--- config.mk ---
export PLATFORM = sky130hd
export DESIGN_NAME = epoch_seconds_to_calendar_top
export DESIGN_NICKNAME = d
export VERILOG_FILES = /design/src/hdl/ecal_pkg.sv /design/src/hdl/ecal_front.sv /design/src/hdl/ecal_queue.sv /design/src/hdl/ecal_back.sv /design/src/hdl/epoch_seconds_to_calendar_top.sv
export SDC_FILE = /design/constraint.sdc
export NUM_CORES = 1
export LEC_CHECK = 0
export BUFFER_PORTS_ARGS = -buffer_cell sky130_fd_sc_hd__buf_2
export CAP_MARGIN = 20
export CORE_ASPECT_RATIO = 1.2
export CORE_MARGIN = 5
export CORE_UTILIZATION = 65
export CTS_CLUSTER_DIAMETER = 50
export DETAILED_ROUTE_END_ITERATION = 16
export GPL_TIMING_DRIVEN = 0
export HOLD_SLACK_MARGIN = 0.06
export PLACE_DENSITY = 0.84
export SLEW_MARGIN = 10
export SYNTH_ARGS = -nofsm -noshare
export SYNTH_HDL_FRONTEND = slang
export SYNTH_SLANG_ARGS = --single-unit
export TNS_END_PERCENT = 50
--- constraint.sdc ---
create_clock -name clk -period 10.6 [get_ports clk]
set_input_delay 2.12 -clock clk [delete_from_list [all_inputs] [get_ports clk]]
set_output_delay 2.12 -clock clk [all_outputs]
set_load 0.005 [all_outputs]
--- src/hdl/ecal_pkg.sv ---
// Shared types, constants and helper functions for the epoch-to-calendar block.
// Used by ecal_front, ecal_queue, ecal_back and epoch_seconds_to_calendar_top.
// No dependencies.
package ecal_pkg;

	localparam int unsigned SecsPerDay  = 86400;
	localparam int unsigned SecsPerHour = 3600;
	localparam int unsigned SecsPerMin  = 60;
	localparam int unsigned DaysPerYear = 365;
	localparam int unsigned BaseYear    = 70;
	localparam int unsigned WeekdayOffs = 4;
	localparam int unsigned LastMonth   = 11;

	// highest quotient bit of each compare-subtract division (steps run from it down to bit 0)
	localparam logic [3:0] DayTopBit  = 4'd15;
	localparam logic [3:0] HourTopBit = 4'd4;
	localparam logic [3:0] MinTopBit  = 4'd5;
	localparam logic [2:0] YearTopBit = 3'd7;

	// request handed from the front to the back through the queue
	typedef struct packed {
		logic [15:0] day;
		logic [4:0]  hour;
		logic [5:0]  minute;
		logic [5:0]  second;
	} ecal_item_t;

	typedef enum logic [2:0] {
		FR_IDLE,
		FR_DAY,
		FR_HOUR,
		FR_MIN,
		FR_PUSH
	} front_state_t;

	typedef enum logic [1:0] {
		BK_IDLE,
		BK_YEAR,
		BK_MONTH,
		BK_DONE
	} back_state_t;

	// divisor of the front's current step, shifted to the quotient bit in work
	function automatic logic [31:0] front_divisor(front_state_t st, logic [3:0] k);
		logic [31:0] d;
		unique case (st)
			FR_DAY:  d = 32'(SecsPerDay) << k;
			FR_HOUR: d = 32'(SecsPerHour) << k;
			FR_MIN:  d = 32'(SecsPerMin) << k;
			default: d = '0;
		endcase
		return d;
	endfunction

	// month lengths of the simplified calendar (February always 28 days)
	function automatic logic [4:0] month_len(logic [3:0] m);
		logic [4:0] len;
		unique case (m)
			4'd1:    len = 5'd28;
			4'd3,
			4'd5,
			4'd8,
			4'd10:   len = 5'd30;
			default: len = 5'd31;
		endcase
		return len;
	endfunction

	// (day + 4) mod 7 by folding octal digits, since 8 is 1 modulo 7
	function automatic logic [2:0] weekday_of(logic [15:0] day);
		logic [17:0] d;
		logic [5:0]  s1;
		logic [3:0]  s2;
		logic [2:0]  w;
		d  = 18'(day) + 18'(WeekdayOffs);
		s1 = 6'(d[2:0]) + 6'(d[5:3]) + 6'(d[8:6]) + 6'(d[11:9])
			+ 6'(d[14:12]) + 6'(d[17:15]);
		s2 = 4'(s1[2:0]) + 4'(s1[5:3]);
		if (s2 >= 4'd7) begin
			s2 = s2 - 4'd7;
		end
		w = s2[2:0];
		return w;
	endfunction

endpackage

--- src/hdl/ecal_front.sv ---
// Front part: accepts a seconds count and splits it into day, hour, minute
// and second with one shared restoring compare-subtract unit.
// Depends on ecal_pkg.
module ecal_front (
	input  logic               clk,
	input  logic               arst_n,
	input  logic               s_tvalid,
	output logic               s_tready,
	input  logic [31:0]        s_tdata,
	output ecal_pkg::ecal_item_t item,
	output logic               item_valid,
	input  logic               item_ready
);
	import ecal_pkg::*;

	front_state_t state_q, state_d;
	logic [31:0]  rem_q;
	logic [15:0]  quo_q;
	logic [3:0]   k_q;
	logic [15:0]  day_q;
	logic [4:0]   hour_q;
	logic [5:0]   minute_q;
	logic [5:0]   second_q;

	logic [31:0] divisor;
	logic        fits;
	logic [31:0] rem_next;
	logic [15:0] quo_next;

	// one restoring step against the shifted constant
	always_comb begin
		divisor  = front_divisor(state_q, k_q);
		fits     = rem_q >= divisor;
		rem_next = fits ? rem_q - divisor : rem_q;
		quo_next = {quo_q[14:0], fits};
	end

	// next state and handshake
	always_comb begin
		state_d    = state_q;
		s_tready   = 1'b0;
		item_valid = 1'b0;
		unique case (state_q)
			FR_IDLE: begin
				s_tready = 1'b1;
				if (s_tvalid) begin
					state_d = FR_DAY;
				end
			end
			FR_DAY: begin
				if (k_q == '0) begin
					state_d = FR_HOUR;
				end
			end
			FR_HOUR: begin
				if (k_q == '0) begin
					state_d = FR_MIN;
				end
			end
			FR_MIN: begin
				if (k_q == '0) begin
					state_d = FR_PUSH;
				end
			end
			FR_PUSH: begin
				item_valid = 1'b1;
				if (item_ready) begin
					state_d = FR_IDLE;
				end
			end
			default: state_d = FR_IDLE;
		endcase
	end

	always_ff @(posedge clk or negedge arst_n) begin
		if (!arst_n) begin
			state_q <= FR_IDLE;
		end else begin
			state_q <= state_d;
		end
	end

	// advance the divider and capture each quotient as its phase ends
	always_ff @(posedge clk) begin
		unique case (state_q)
			FR_IDLE: begin
				rem_q <= s_tdata;
				quo_q <= '0;
				k_q   <= DayTopBit;
			end
			FR_DAY: begin
				rem_q <= rem_next;
				if (k_q == '0) begin
					day_q <= quo_next;
					quo_q <= '0;
					k_q   <= HourTopBit;
				end else begin
					quo_q <= quo_next;
					k_q   <= k_q - 4'd1;
				end
			end
			FR_HOUR: begin
				rem_q <= rem_next;
				if (k_q == '0) begin
					hour_q <= quo_next[4:0];
					quo_q  <= '0;
					k_q    <= MinTopBit;
				end else begin
					quo_q <= quo_next;
					k_q   <= k_q - 4'd1;
				end
			end
			FR_MIN: begin
				rem_q <= rem_next;
				if (k_q == '0) begin
					minute_q <= quo_next[5:0];
					second_q <= rem_next[5:0];
				end else begin
					quo_q <= quo_next;
					k_q   <= k_q - 4'd1;
				end
			end
			default: begin
				rem_q <= rem_q;
			end
		endcase
	end

	assign item.day    = day_q;
	assign item.hour   = hour_q;
	assign item.minute = minute_q;
	assign item.second = second_q;

	// the day phase leaves less than one day of seconds
	a_sod_range: assert property (@(posedge clk) disable iff (!arst_n)
		(state_q == FR_HOUR && $past(state_q) == FR_DAY) |-> rem_q < 32'(SecsPerDay))
		else $error("seconds of day out of range after day phase");

endmodule

--- src/hdl/ecal_queue.sv ---
// Two-entry queue that decouples the front from the back.
// Depends on ecal_pkg.
module ecal_queue (
	input  logic               clk,
	input  logic               arst_n,
	input  ecal_pkg::ecal_item_t wr_item,
	input  logic               wr_valid,
	output logic               wr_ready,
	output ecal_pkg::ecal_item_t rd_item,
	output logic               rd_valid,
	input  logic               rd_ready
);
	import ecal_pkg::*;

	ecal_item_t  mem_q [2];
	logic        wr_ptr_q;
	logic        rd_ptr_q;
	logic [1:0]  count_q;
	logic        push;
	logic        pop;

	assign wr_ready = count_q != 2'd2;
	assign rd_valid = count_q != 2'd0;
	assign push     = wr_valid && wr_ready;
	assign pop      = rd_valid && rd_ready;
	assign rd_item  = mem_q[rd_ptr_q];

	// move pointers and fill level
	always_ff @(posedge clk or negedge arst_n) begin
		if (!arst_n) begin
			wr_ptr_q <= 1'b0;
			rd_ptr_q <= 1'b0;
			count_q  <= 2'd0;
		end else begin
			if (push) begin
				wr_ptr_q <= ~wr_ptr_q;
			end
			if (pop) begin
				rd_ptr_q <= ~rd_ptr_q;
			end
			count_q <= count_q + 2'(push) - 2'(pop);
		end
	end

	// store the request
	always_ff @(posedge clk) begin
		if (push) begin
			mem_q[wr_ptr_q] <= wr_item;
		end
	end

	a_fill_bound: assert property (@(posedge clk) disable iff (!arst_n)
		count_q <= 2'd2)
		else $error("queue fill level beyond depth");

	a_ptr_track: assert property (@(posedge clk) disable iff (!arst_n)
		(count_q == 2'd0 || count_q == 2'd2) |-> wr_ptr_q == rd_ptr_q)
		else $error("queue pointers disagree with fill level");

endmodule

--- src/hdl/ecal_back.sv ---
// Back part: turns a day count into weekday, year, day of year, month and
// day of month, and holds the packed result in an output register.
// Depends on ecal_pkg.
module ecal_back (
	input  logic               clk,
	input  logic               arst_n,
	input  ecal_pkg::ecal_item_t item,
	input  logic               item_valid,
	output logic               item_ready,
	output logic               m_tvalid,
	input  logic               m_tready,
	output logic [47:0]        m_tdata
);
	import ecal_pkg::*;

	back_state_t state_q, state_d;
	logic [15:0] rem_q;
	logic [7:0]  quo_q;
	logic [2:0]  k_q;
	logic [3:0]  mon_q;
	logic [2:0]  wday_q;
	logic [4:0]  hour_q;
	logic [5:0]  minute_q;
	logic [5:0]  second_q;
	logic [7:0]  year_q;
	logic [8:0]  yday_q;
	logic        out_valid_q;
	logic [47:0] out_data_q;

	logic [15:0] divisor;
	logic        fits;
	logic [15:0] rem_next;
	logic [7:0]  quo_next;
	logic [4:0]  mlen;
	logic        adv;
	logic        out_free;
	logic        load_out;

	// year step and month step
	always_comb begin
		divisor  = 16'(DaysPerYear) << k_q;
		fits     = rem_q >= divisor;
		rem_next = fits ? rem_q - divisor : rem_q;
		quo_next = {quo_q[6:0], fits};
		mlen     = month_len(mon_q);
		adv      = (mon_q < 4'(LastMonth)) && (rem_q >= 16'(mlen));
		out_free = !out_valid_q || m_tready;
	end

	// next state and handshake
	always_comb begin
		state_d    = state_q;
		item_ready = 1'b0;
		load_out   = 1'b0;
		unique case (state_q)
			BK_IDLE: begin
				item_ready = 1'b1;
				if (item_valid) begin
					state_d = BK_YEAR;
				end
			end
			BK_YEAR: begin
				if (k_q == '0) begin
					state_d = BK_MONTH;
				end
			end
			BK_MONTH: begin
				if (!adv) begin
					state_d = BK_DONE;
				end
			end
			BK_DONE: begin
				if (out_free) begin
					load_out = 1'b1;
					state_d  = BK_IDLE;
				end
			end
			default: state_d = BK_IDLE;
		endcase
	end

	always_ff @(posedge clk or negedge arst_n) begin
		if (!arst_n) begin
			state_q     <= BK_IDLE;
			out_valid_q <= 1'b0;
		end else begin
			state_q <= state_d;
			if (load_out) begin
				out_valid_q <= 1'b1;
			end else if (m_tready) begin
				out_valid_q <= 1'b0;
			end
		end
	end

	// work registers of the year division and the month walk
	always_ff @(posedge clk) begin
		unique case (state_q)
			BK_IDLE: begin
				rem_q    <= item.day;
				quo_q    <= '0;
				k_q      <= YearTopBit;
				wday_q   <= weekday_of(item.day);
				hour_q   <= item.hour;
				minute_q <= item.minute;
				second_q <= item.second;
			end
			BK_YEAR: begin
				rem_q <= rem_next;
				quo_q <= quo_next;
				if (k_q == '0) begin
					year_q <= quo_next + 8'(BaseYear);
					yday_q <= rem_next[8:0];
					mon_q  <= '0;
				end else begin
					k_q <= k_q - 3'd1;
				end
			end
			BK_MONTH: begin
				if (adv) begin
					rem_q <= rem_q - 16'(mlen);
					mon_q <= mon_q + 4'd1;
				end
			end
			default: begin
				rem_q <= rem_q;
			end
		endcase
	end

	// hold the packed result until taken
	always_ff @(posedge clk) begin
		if (load_out) begin
			out_data_q <= {2'b00, rem_q[4:0] + 5'd1, mon_q, yday_q, year_q, wday_q,
				hour_q, minute_q, second_q};
		end
	end

	assign m_tvalid = out_valid_q;
	assign m_tdata  = out_data_q;

	a_month_bound: assert property (@(posedge clk) disable iff (!arst_n)
		state_q == BK_MONTH |-> mon_q <= 4'(LastMonth))
		else $error("month index beyond December");

	a_yday_range: assert property (@(posedge clk) disable iff (!arst_n)
		(state_q == BK_MONTH && $past(state_q) == BK_YEAR) |-> rem_q < 16'(DaysPerYear))
		else $error("day of year out of range after year division");

	a_out_source: assert property (@(posedge clk) disable iff (!arst_n)
		$rose(out_valid_q) |-> $past(state_q) == BK_DONE)
		else $error("result raised outside the completion state");

endmodule

--- src/hdl/epoch_seconds_to_calendar_top.sv ---
// Seconds-since-1970 to broken-down calendar time, 365-day years, 28-day
// February. Input stream s_*: one 32-bit seconds count per request.
// Output stream m_*: one packed calendar result per request, in order.
// The front splits the count into day, hour, minute and second with one
// shared compare-subtract unit (16 + 5 + 6 steps); a two-entry queue passes
// the request to the back, which divides the day count by 365 (8 steps) and
// walks the month table (1 to 12 steps).
// The request rate is set by the front's divider, which ends each request
// by pushing it to the queue before it takes the next.
// s_tready is high only while the front is free. When the receiver stalls
// the result is held in the output register, the back finishes the next
// request and waits, and the queue then fills before the front stops.
// Reset (arst_n low) empties the queue and drops any request in work; no
// clearing pass is needed afterwards.
// Depends on ecal_pkg, ecal_front, ecal_queue and ecal_back.
module epoch_seconds_to_calendar_top (
	input  logic        clk,
	input  logic        arst_n,
	input  logic        s_tvalid,
	output logic        s_tready,
	// [31:0] epoch_seconds
	input  logic [31:0] s_tdata,
	output logic        m_tvalid,
	input  logic        m_tready,
	// [5:0] second, [11:6] minute, [16:12] hour, [19:17] weekday,
	// [27:20] years_since_1900, [36:28] day_of_year, [40:37] month,
	// [45:41] day_of_month, [47:46] zero
	output logic [47:0] m_tdata
);
	import ecal_pkg::*;

	ecal_item_t fr_item;
	logic       fr_valid;
	logic       fr_ready;
	ecal_item_t bk_item;
	logic       bk_valid;
	logic       bk_ready;

	ecal_front u_front (
		.clk        (clk),
		.arst_n     (arst_n),
		.s_tvalid   (s_tvalid),
		.s_tready   (s_tready),
		.s_tdata    (s_tdata),
		.item       (fr_item),
		.item_valid (fr_valid),
		.item_ready (fr_ready)
	);

	ecal_queue u_queue (
		.clk      (clk),
		.arst_n   (arst_n),
		.wr_item  (fr_item),
		.wr_valid (fr_valid),
		.wr_ready (fr_ready),
		.rd_item  (bk_item),
		.rd_valid (bk_valid),
		.rd_ready (bk_ready)
	);

	ecal_back u_back (
		.clk        (clk),
		.arst_n     (arst_n),
		.item       (bk_item),
		.item_valid (bk_valid),
		.item_ready (bk_ready),
		.m_tvalid   (m_tvalid),
		.m_tready   (m_tready),
		.m_tdata    (m_tdata)
	);

endmodule

Word level (Yosys, flattened, before mapping). Memories as Yosys holds them, arrays and structs flattened. Index checks and enable logic that the tools add are counted.

Shift-type cells: 4. Eq/ne operators: 27. Mux-type cells: 41. Order comparisons: 5. Reduce and logical (&&, ||, !) cells: 33. Bitwise logic cells: 2. Add/sub/neg operators: 18.

Operator list (count): $pmux W32 S3 (1); $pmux W32 S2 (1); $pmux W16 S3 (1); $pmux W15 S3 (1); $ge A32 B32 Y1 (1); $mux W16 (2); $mux W32 (1); $shl A12 B4 Y32 const A (1); $shl A17 B4 Y32 const A (1); $shl A6 B4 Y32 const A (1); $sub A32 B32 Y32 (1); $mux W15 (2); $add A6 B3 Y6 (4); $mux W3 (7); $mux W4 (5); $ne A2 B1 Y1 const B (9); $reduce_and A2 Y1 (9); $add A16 B3 Y17 const B (1); $ge A16 B16 Y1 (1); $ge A16 B5 Y1 (1); $pmux W4 S4 (1); $shl A9 B3 Y16 const A (1); $sub A16 B16 Y16 (1); $sub A16 B5 Y16 (1); other kinds (45) (75).

Output and inout bits: 50. Bits of input ports: 36. Memories kept: 1. Register bits: 207. Bits in writable memories: 66. Word-level logic and storage cells: 157.

Memory list: u_queue.mem_q (depth 2, bits a word 33, rd ports 1, clocked after Yosys merged registers in 0, write ports 1, RTL line ecal_queue.sv:15) `ecal_item_t mem_q [2];`.

Longest topological paths before layout. An unclocked memory read counts as a cell.

Depth after elaboration: 10. Mapped depth: 24.

Cells and area by module. A second synthesis with hierarchy kept.

Cell total of the unflattened synthesis: 1307. Area, all modules: 14981.9 um^2.

Modules (own cells, without submodules): ecal_back (cells each 566, sequential area each 3468.3 um^2, area each 6593.8 um^2, times used 1); ecal_front (cells each 616, sequential area each 2597.5 um^2, area each 5781.8 um^2, times used 1); ecal_queue (cells each 125, sequential area each 2082.0 um^2, area each 2606.2 um^2, times used 1).

Worst setup path before layout. Ideal clock, no wire load.

Kind: flip-flop to flip-flop. Start: register u_queue.rd_ptr_q. End: register u_back.wday_q[1] (data pin). Period minus slack after synthesis: 5.561 ns. Setup slack: 5.039 ns. Arrival time: 5.302 ns. Buffers on the path: 1. Stages on the path, launching flop included: 23. Data required time: 10.340 ns. Path through: dfrtp_1 > buf_2 > mux2i_1 > inv_1 > ha_1 > and3_1 > nor2b_1 > xnor2_1 > fa_1 > inv_1 > fa_1 > fa_1 > fa_1 > nor2b_1 > o21ai_0 > nand2b_1 > xor2_1 > inv_1 > fa_1 > inv_1 > ha_1 > a21oi_1 > mux2_2.

Word-level cells in the longest chain between the ends: 10. Elaborated cells on any way between the ends: 11.

RTL lines: start, declared (RTL line ecal_queue.sv:17) `logic rd_ptr_q;`; start signal, assigned (RTL line ecal_queue.sv:39) `rd_ptr_q <= ~rd_ptr_q;`; $mem_v2 Z2 W33 *; $add A16 B3 Y17 * (RTL line ecal_pkg.sv:75) `d = 18'(day) + 18'(WeekdayOffs);`; $add A3 B3 Y4 (RTL line ecal_pkg.sv:76) `s1 = 6'(d[2:0]) + 6'(d[5:3]) + 6'(d[8:6]) + 6'(d[11:9])`; $add A6 B3 Y6 (2 in a row) (RTL line ecal_pkg.sv:76); $add A6 B3 Y6 (RTL line ecal_pkg.sv:77) `+ 6'(d[14:12]) + 6'(d[17:15]);`; $add A6 B3 Y6 * (RTL line ecal_pkg.sv:77); $add A3 B3 Y4 * (RTL line ecal_pkg.sv:78) `s2 = 4'(s1[2:0]) + 4'(s1[5:3]);`; $ge A4 B3 Y1 / $sub A3 B3 Y3 (equally long branches) (RTL line ecal_pkg.sv:79, ecal_pkg.sv:80); $mux W3 * (RTL line ecal_pkg.sv:79) `if (s2 >= 4'd7) begin`; end signal, assigned (RTL line ecal_back.sv:103) `wday_q <= weekday_of(item.day);`; end, declared (RTL line ecal_back.sv:21) `logic [2:0] wday_q;`.

Every way passes the cells marked *; elsewhere a longest branch is shown, timed or not. A chain may end at the register's enable or synchronous reset.

Worst setup path after layout. Ends and elaborated chain as after synthesis.

==> summary.md <==
| Metric | Value |
|---|---|
| Final Max Tran Viols | 0 |
| Fillers | between 1k and 1.5k |
| Main flop type after synthesis | edfxtp_1 |
| Crit end category | register |
| Crit path time final | between 6 and 7 ns |
| Initial Util | 65.8% |
| Crit start category | register |
| Seq/Total Area, Yosys | 55.4% |
| Setup Viol. Count Final | 0 |
| Root Buffer Master | clkbuf_16 |
| EDFF count, synth | 263 |
| Fraction of registers with async set/reset | 3.66% |
| Vias in the first global route | 10.7k |
| Clk Latency, worst-skew pair | 0.56 ns |
| DIE WIDTH | between 100 and 150 µm |
| Worst EP arrival | 6.62 ns |
| Post-DR wirelength/cell | 21.2 µm |
| Max Clk Rate | 0.158 GHz |
| Worst Tran Pin Value | approximately 1.1 ns |
| Worst path slowest cell | mux2i_1 |
| Launching point of the worst reg2reg path | u_queue.rd_ptr_q |
| First DRT Iteration DRCs | between 1k and 1.5k |
| Setup TNS | 0 ns |
| CP bufs+invs | 5 |
| Outcome | finished clean |
| DR vias | 10.7k |
| Critical R2R Capture | u_back.wday_q[1] |
| Fin cells | 1689 |
| Commonest cells in the netlist | edfxtp_1 (263), nand2_1 (130), ha_1 (78), nor2_1 (78), a21oi_1 (75) |
| Initial antenna violation count | 0 |
| Worst path most repeated cell | fa_1 |
| Cell taking the most area after synthesis | edfxtp_1 |
| Worst-path cell chain | buf_2, mux2i_1, inv_1, ha_1, and3_1, nor2b_1, xnor2_1, fa_1, inv_1, fa_1, fa_1, fa_1, nor2b_1, o21ai_0, nand2b_1, xor2_1, inv_1, fa_1, inv_1, ha_1, a21oi_1, mux2_2 |
| Layout cell share with drive strength beyond 1 | between 10 and 15% |
| HP Start | u_back.yday_q[6] |
| Grt ovf | 0 |
| Sink Count | between 200 and 300 |
| Post-cts sizing count | 0 |
| H-tree Lvls | 1 |
| Syn Inst Count | 1267 |
| Max-cap violation count | 0 |
| CP delay by family, top | adder cells |
| GR Util All Layers | 27.3% |
| CP Depth | 22 |
| Worst Path Required | 10.90 ns |
| Placed cells | 1636 |
| WHS Endpoint | u_back.m_tdata[34] |
| First drt pass iteration count | 5 |
| Routability Congestion | 0.957 |
| Final ANT Viol Nets | 0 |
| Synth area leaders | edfxtp_1 (54%), ha_1 (6.6%), nand2_1 (3.3%) |
| Num rows | 60 |
| Final net count | 1515 |
| First-pass GRT wire length | about 56 mm |
| Via/cell ratio | roughly 6.3 |
| Drt drc | 0 |
| R2R setup slack | 4.28 ns |
| Hpwl dp | between 20 and 30 mm |
| Total Routed Length | 35.8 mm |
| FF-to-FF path depth | 22 |
| Total number of yosys warnings | 0 |
| Antenna diodes | 0 |
| Die Height | 175 µm |
| Synthesis-to-finish area growth | 12.7% |
| Final period utilization | about three fifths |
| Buffers added on ports | 83 |
| Hold Crit Class | reg2reg |
| Syn avg cell area | 11.6 µm² |
| Inserted Clock Buffers | 29 |
| Yosys top cell area share | 53.7% |
| RSZ-0062 raised after global routing | no |
| Die Area | 25800 µm² |
| Largest net degree at the start of global routing | 34 |
| Slowest stage delay, CP | 0.52 ns |
| Hold Buf Count CTS | 0 |
| Hold path cells | 0 |
| Mapped Area | 14700 µm² |
| Critical path class | reg2reg |
| CP Max Fanout | 10 |
| Clk slew on worst S/H paths | 0.07 ns |
| Synth cell types | 70 |
| Most common cell in the synthesized netlist | edfxtp_1 |
| Clock Path Buffers | 3 |
| Core ar. | between 20000 and 25000 µm² |
| Count of final hold-check violations | 0 |
| TritonCTS clock tree | yes |
| Synth Register Bits | roughly 270 |
| Slew headroom | roughly 28% |
| Setup Skew | between 0.01 and 0.015 ns |
| Postcts setup bufs | 0 |
| Num ports | 86 |
per-layer routing:
layer	up-vias	part of all wire (%)	global-route usage, %
li1	4938	-	-
met1	5145	36	31.7
met2	521	52	50.3
met3	113	6.3	3.71
met4	0	4.8	12.0
met5	-	0	0
metrics by stage:
| step | utilization, % | setup WS, ns | instance area, µm² | hold WS, ns |
|---|---|---|---|---|
| 6_report | 74.1 | 4.28 | 16600 | 0.418 |
| 5_1_grt | 74.1 | 3.97 | 16600 | 0.426 |
| 4_1_cts | 74.1 | 4.30 | 16600 | 0.419 |
| 3_5_place_dp | 69.8 | 4.34 | 15600 | 0.405 |
| 3_3_place_gp | 69.2 | 3.72 | 15500 | 0.400 |
| 2_1_floorplan | - | 5.04 | 14700 | 0.400 |
worst max-delay path by stage:
stage,slack (ns),to,start
2_1_floorplan,5.04,u_back.wday_q[1],u_queue.rd_ptr_q
3_3_place_gp,3.72,u_front.rem_q[24],u_front.k_q[0]
3_5_place_dp,4.34,u_back.wday_q[1],u_queue.rd_ptr_q
4_1_cts,4.30,u_back.wday_q[1],u_queue.rd_ptr_q
5_1_grt,3.97,u_back.wday_q[1],u_queue.rd_ptr_q
6_report,4.28,u_back.wday_q[1],u_queue.rd_ptr_q
cell usage in the layout (no fill, tap or decap), types with 23 or more instances in the layout:
master	count
edfxtp_1	263
nand2_1	130
buf_2	86
nor2_1	77
ha_1	77
a21oi_1	74
o21ai_0	67
inv_1	55
xnor2_1	52
clkbuf_1	49
xor2_1	32
mux2_2	31
nand3_1	30
clkbuf_16	29
and2_1	28
a21o_1	26
nor2b_1	23
logic make-up (layout without fill, tap and decap cells):
logic type                 Yosys count  count (layout)  synth area share, %
AOI/OAI and AO/OA                  293             293                 13.2
xor gates and xnor gates            84              84                 5.00
adders and majority gates           90              90                 8.27
buffers and inverters              115             257                 3.06
DFF                                273             273                 55.4
muxes                               48              48                 3.54
other                                1               2               0.0255
and+or+nand+nor                    363             363                 11.5
flip-flops by register name, indices dropped and copies added (netlist names), 2 cells and up:
register / count
u_front.minute_q: 6
u_front.state_q: 3
u_back.hour_q: 5
u_back.quo_q: 7
u_queue.count_q: 2
u_back.wday_q: 3
u_back.rem_q: 16
u_front.day_q: 16
u_back.yday_q: 9
u_front.k_q: 4
u_back.mon_q: 4
u_back.state_q: 2
u_front.quo_q: 15
u_back.minute_q: 6
u_front.hour_q: 5
u_back.k_q: 3
u_back.year_q: 8
u_back.second_q: 6
u_queue.mem_q: 66
u_front.rem_q: 32
u_front.second_q: 6
u_back.m_tdata: 46
area by class of cell:
class	count	area (µm²)	share of cell area, %
Clock inverter	16	164	0.989
Clock buffer	36	792	4.78
Timing Repair Buffer	90	520	3.14
Sequential cell	273	8150	49.1
Inverter	57	214	1.29
Multi-Input combinational cell	880	6150	37.1
Tap cell	279	349	2.11
Buffer	58	236	1.43
Power is left out: the tool's default activity adds up to more than one toggle a clock period on the data nets, which glitch-free logic cannot reach.
